==> config.mk <==
export PLATFORM = sky130hd
export DESIGN_NAME = gn2d_ram
export DESIGN_NICKNAME = d
export VERILOG_FILES = /design/src/gn2d_pkg.sv /design/src/gn2d_ram.sv
export SDC_FILE = /design/constraint.sdc
export NUM_CORES = 2
export LEC_CHECK = 0
export ABC_AREA = 1
export BUFFER_PORTS_ARGS = -buffer_cell sky130_fd_sc_hd__buf_2
export CORE_MARGIN = 2
export CORE_UTILIZATION = 25
export DETAILED_ROUTE_END_ITERATION = 6
export PLACE_DENSITY = 0.38
export SETUP_SLACK_MARGIN = 0.02
export SLEW_MARGIN = 15
export SYNTH_ARGS = -nofsm -noshare
export SYNTH_HDL_FRONTEND = slang
export SYNTH_SLANG_ARGS = --single-unit
==> constraint.sdc <==
create_clock -name clk -period 5.4 [get_ports clk]
set_input_delay 0.54 -clock clk [delete_from_list [all_inputs] [get_ports clk]]
set_output_delay 0.54 -clock clk [all_outputs]
set_load 0.01 [all_outputs]
==> src/gn2d_pkg.sv <==
package gn2d_pkg;

  localparam int GRID_CELLS_DEF = 8;
  localparam int TBL_DEPTH_DEF  = (GRID_CELLS_DEF + 1) * (GRID_CELLS_DEF + 1);

  localparam int PIX_W       = 10;
  localparam int DIM_W       = 10;
  localparam int FRAC_W      = 14;
  localparam int DVD_W       = PIX_W + FRAC_W;
  localparam int DIV_STEP    = 4;
  localparam int DIV_STAGES  = DVD_W / DIV_STEP;
  localparam int IDX_W       = 7;
  localparam int GRAD_W      = 16;
  localparam int GRAD_PAIR_W = 2 * GRAD_W;
  localparam int NOISE_W     = 16;
  localparam int NOISE_MAX   = 16384;
  localparam int CFG_IDX_W   = 1;
  localparam int CFG_DATA_W  = 10;

  localparam logic [DIM_W-1:0] CELL_W_RESET = 10'd100;
  localparam logic [DIM_W-1:0] CELL_H_RESET = 10'd75;

  localparam logic CMD_WRITE = 1'b0;
  localparam logic CMD_QUERY = 1'b1;

  typedef enum logic [CFG_IDX_W-1:0] {
    CFG_CELL_WIDTH  = 1'b0,
    CFG_CELL_HEIGHT = 1'b1
  } cfg_reg_t;

  typedef struct packed {
    logic signed [GRAD_W-1:0] y;
    logic signed [GRAD_W-1:0] x;
  } grad_t;

  typedef struct packed {
    logic [DIM_W-1:0] rem;
    logic [DVD_W-1:0] work;
  } div_st_t;

  // Restoring division, DIV_STEP quotient bits; quotient bits shift into work.
  function automatic div_st_t div_steps(input div_st_t s, input logic [DIM_W-1:0] d);
    div_st_t        r;
    logic [DIM_W:0] t;
    r = s;
    for (int i = 0; i < DIV_STEP; i++) begin
      t = {r.rem, r.work[DVD_W-1]};
      if (t >= {1'b0, d}) begin
        r.rem  = DIM_W'(t - {1'b0, d});
        r.work = {r.work[DVD_W-2:0], 1'b1};
      end else begin
        r.rem  = t[DIM_W-1:0];
        r.work = {r.work[DVD_W-2:0], 1'b0};
      end
    end
    return r;
  endfunction

  // Product scaled back to Q1.14, truncated toward zero.
  function automatic logic signed [33:0] qdiv(input logic signed [47:0] p);
    logic signed [47:0] b;
    b = p + (p[47] ? 48'sd16383 : 48'sd0);
    return 34'(b >>> FRAC_W);
  endfunction

endpackage

==> src/gn2d_ram.sv <==
module gn2d_ram
  import gn2d_pkg::*;
#(
  parameter int WIDTH = GRAD_PAIR_W,
  parameter int DEPTH = TBL_DEPTH_DEF,
  localparam int AW   = $clog2(DEPTH)
) (
  input  logic             clk,
  input  logic             we,
  input  logic [AW-1:0]    waddr,
  input  logic [WIDTH-1:0] wdata,
  input  logic             re,
  input  logic [AW-1:0]    raddr_a,
  input  logic [AW-1:0]    raddr_b,
  output logic [WIDTH-1:0] rdata_a,
  output logic [WIDTH-1:0] rdata_b
);

  logic [WIDTH-1:0] mem_r [DEPTH];
  logic [WIDTH-1:0] rd_a_r;
  logic [WIDTH-1:0] rd_b_r;

  always_ff @(posedge clk) begin
    if (we) begin
      mem_r[waddr] <= wdata;
    end
    if (re) begin
      rd_a_r <= mem_r[raddr_a];
      rd_b_r <= mem_r[raddr_b];
    end
  end

  assign rdata_a = rd_a_r;
  assign rdata_b = rd_b_r;

endmodule

== Word level (Yosys, flattened, before mapping) ==
Memories as Yosys holds them, arrays and structs flattened. A register that Yosys moved wholly into a read port is not among the register bits.
Cells that the tools add are included.
Storage, ports and cells
  input port bits: 56
  memory bits (writable): 2592
  register bits after elaboration: 0
  memories kept: 1
Cells by class
  mux-type cells: 2
Memory list
  mem_r: words 81, width 32, read ports 2, clocked after memory_dff 2, wr ports 1, RTL line gn2d_ram.sv:19  | logic [WIDTH-1:0] mem_r [DEPTH];
Operators with widths (number)
  $mux 1: 2

== Depth between registers and ports, before layout ==
  word-level depth: 2
  gate-level depth with buffers: 15
  gate-level depth less buffers: 11

== Worst setup path before layout ==
Ideal clock, no wire load.
  kind: input -> register
  start point: in waddr[5]
  end point: mem mem_r[40][0] in the netlist's numbering, enable pin
  arrival: 4.108 ns
  path slack: 0.787 ns
  data required time: 4.895 ns
  setup time: 0.505 ns
  stages on the path: 4
  cell sequence: inv_1 nor2_1 nand3_1 nor4_1
RTL lines
  start: declaration: RTL line gn2d_ram.sv:10  | input logic [AW-1:0] waddr,
  end: declaration: RTL line gn2d_ram.sv:19
No word-level cell before the write port.

==> results.yml <==
timing:
  final.setup_skew_ns: 0.07370
  period_needed_ns: 3.444
  drv_slew: 0
  hold_viol_final: 0
  tns_ns: 0
  max-slew-margin-rel_pct: 22.48
  fin_crit_sh_pct: 63.78
  setup_viol: 0
  tightestPinTransition_ns: 1.160
  fmax_mhz: 290.3
  setup_ws_ns: 1.956
  rsz0062_at_grt: "no"
setup_path:
  arrival_ns: 4.33
  setup.worst_path.start_class: "input pin"
  worstPathRequired_ns: 6.29
  path_class: "in2reg"
  path_max_fanout: 90
  worst_setup_path_end_kind: "register"
pwr:
  switching_power_mw: 13.82
  power_frac_comb_pct: 11.1
  internal_power_mw: 36.18
  powerDensity_mw_per_mm2: 328.8
  peakVddDrop_mv: 0.2213
  switching_share_pct: 27.64
  power.total_mw: 50.00
  p_seq_share_pct: 45.9
  power.share.clock_pct: 43.0
  leakagePower_nw: 56.35
place:
  dpl_worst_slack_ns: 1.000
  dp.cells: 21170
  port_buffers: 119
  gp_congestion: 0.8409
  dpl.hpwl_mm: 376.1
floorplan:
  start_util_pct: 25.06
  io_pins: 120
  die_w_um: 731.4
  core_mm2: 0.5278
  row_count: 267
  die-area_mm2: 0.5350
  die_h_um: 731.4
detailed_routing:
  firstDrtPassIters: 6
  wire_per_inst_um: 29.92
  drt_iter0_markers: 12470
  num_vias: 114300
  drtAntennaViolNets: 0
  vias_per_cell: 5.233
  routed_wl_mm: 653.2
  post-route-drc-count: 0
clock_tree:
  cts.sinks: 2656
  cts_tree: "done"
  cts-root-buf: "clkbuf_16"
  cts-buffers-inserted: 324
  cts_resized: 0
  htreeDepth: 5
  post_cts_buffers: 0
  insertion_delay_ns: 1.00
  ctsHoldBuffers: 10
  clockBufferDepth: 4
  cts.clk_slew.worst_paths_ns: 0.06
synth:
  synthDistinctLibCells: 24
  synth_area_mm2: 0.1323
  synth_fp_nets: 14780
  post-synth-top-area-fraction_pct: 60.29
  synthTopCellsByCount: "5,922 x nand2_1, 3,569 x nand3_1, 2,656 x edfxtp_1, 563 x buf_2, 558 x nor2_1"
  synthArstFlopShare_pct: 0
  synth-seq-cells: 2656
  yosysTopAreaCell: "edfxtp_1"
  ys.flop_type: "edfxtp_1"
  synth_area_leaders: "edfxtp_1 60%, nand2_1 17%, nand3_1 14%"
  yosysMostFrequentCell: "nand2_1"
  synth-edff-count: 2656
  yosysSeqAreaShare_pct: 60.29
  syn-mean-instance-area_um2: 8.987
  synthCells: 14720
  yosysWarnings: 0
final_layout:
  nets: 14560
  fill_cells: 55320
  drive_gt1_share_pct: 7.406
  fin_util_pct: 28.81
  finalNonFillerCells: 21830
  synthToLayoutAreaGrowth_pct: 14.94
global_routing:
  overflow: 0
  grt_pass1_wl_mm: 897.2
  grt_usage_pct: 23.46
  grt_max_degree: 140
  grt_pass1_vias: 109000
  antenna_found_initial: 67
flow_run:
  maxCapViolCount: 0
worst_hold_path:
  hold_class: "in2reg"
outcome:
  status: "finished clean"
==> cells in the final DEF, fill, tap and decap left out, types with 6 or more instances in the layout <==
master and instances:
nand2_1 5922, nand3_1 3569, edfxtp_1 2656, nor2_1 480
o21ai_0 468, buf_4 380, clkbuf_16 331, o22ai_1 165
buf_12 114, clkbuf_1 82, diode_2 81, clkinv_1 80
nor2_4 78, a21oi_1 77, buf_2 76, inv_1 63
o221ai_1 49, clkinv_2 44, o21ai_1 21, bufinv_16 18
inv_6 11, dlygate4sd3_1 10, buf_8 9, inv_8 8
or2_1 8, nor3_1 8, clkinv_8 6
==> layout make-up <==
cell class | instances | area, µm² | area share (%)
repair buffers | 592 | 5801 | 3.815
clock inverters | 164 | 1343 | 0.8829
clock buffers | 413 | 8591 | 5.650
inverters | 77 | 360.3 | 0.2370
flip-flops and latches | 2656 | 79760 | 52.45
multi-input cells | 10860 | 47250 | 31.08
diodes | 81 | 202.7 | 0.1333
well taps | 6994 | 8751 | 5.755
==> final timing paths <==
path / from / to / slack [ns] / cells after the start
setup / recovery: raddr_a[0] / rdata_a[22]$_DFFE_PP_ / 1.96 / 13
hold / removal: wdata[0] / mem_r[66][0]$_DFFE_PP_ / 0.03 / 1
setup reg to reg: mem_r[42][22]$_DFFE_PP_ / rdata_a[22]$_DFFE_PP_ / 2.65 / 10
hold reg to reg: mem_r[80][12]$_DFFE_PP_ / rdata_b[12]$_DFFE_PP_ / 0.66 / 4
==> cell families after synthesis <==
family                 count (synthesis)  share of synthesized area, %
AND/OR/NAND/NOR                    10070                         31.97
AO/OA/AOI/OAI                        787                         3.284
flip-flops                          2656                         60.29
buffers and inverters               1209                         4.454
==> registers in the layout, summed over array words and instances, names as in the netlist <==
| signal | count |
|---|---|
| rdata_a | 32 |
| mem_r | 2592 |
| rdata_b | 32 |
==> metrics by stage <==
step | hold WS, ns | instance area [µm²]
5_1_grt | 0.04235 | 152000
2_1_floorplan | 0.6069 | 132300
4_1_cts | 0.001725 | 151900
6_report | 0.03117 | 152100
3_3_place_gp | 0.6310 | 141800
3_5_place_dp | 0.6423 | 141800
==> worst max-delay path: stages <==
cell	delay, ns
buf_8	0.18
inv_8	0.71
buf_12	0.44
nand2_1	0.09
nand3_1	0.09
nand3_1	0.10
nand2_1	0.10
nand2_1	0.05
nand3_1	0.43
nand3_1	0.58
nand2_1	0.55
nand2_1	0.10
nand2_1	0.08
==> per-layer routing <==
| layer | wire [µm] | share of wire, % | global-route usage, % | up-vias |
|---|---|---|---|---|
| met5 | 98 | 0.015 | 0 | - |
| met4 | 31960 | 4.9 | 10.14 | 16 |
| met3 | 44160 | 6.8 | 2.984 | 1125 |
| met2 | 292200 | 45 | 37.02 | 4991 |
| met1 | 284700 | 44 | 32.29 | 57750 |
| li1 | - | - | - | 50380 |
==> power groups by stage <==
stage / sequential [mW] / combinational, mW / clock [mW]
floorplan: 23.3 / 2.77 / 0
global placement: 23.4 / 5.49 / 0
detailed placement: 23.4 / 5.47 / 0
CTS: 23.0 / 5.48 / 21.9
global route: 23.0 / 5.87 / 22.6
finish: 23.0 / 5.53 / 21.5
(Power assumes the default switching activity.)
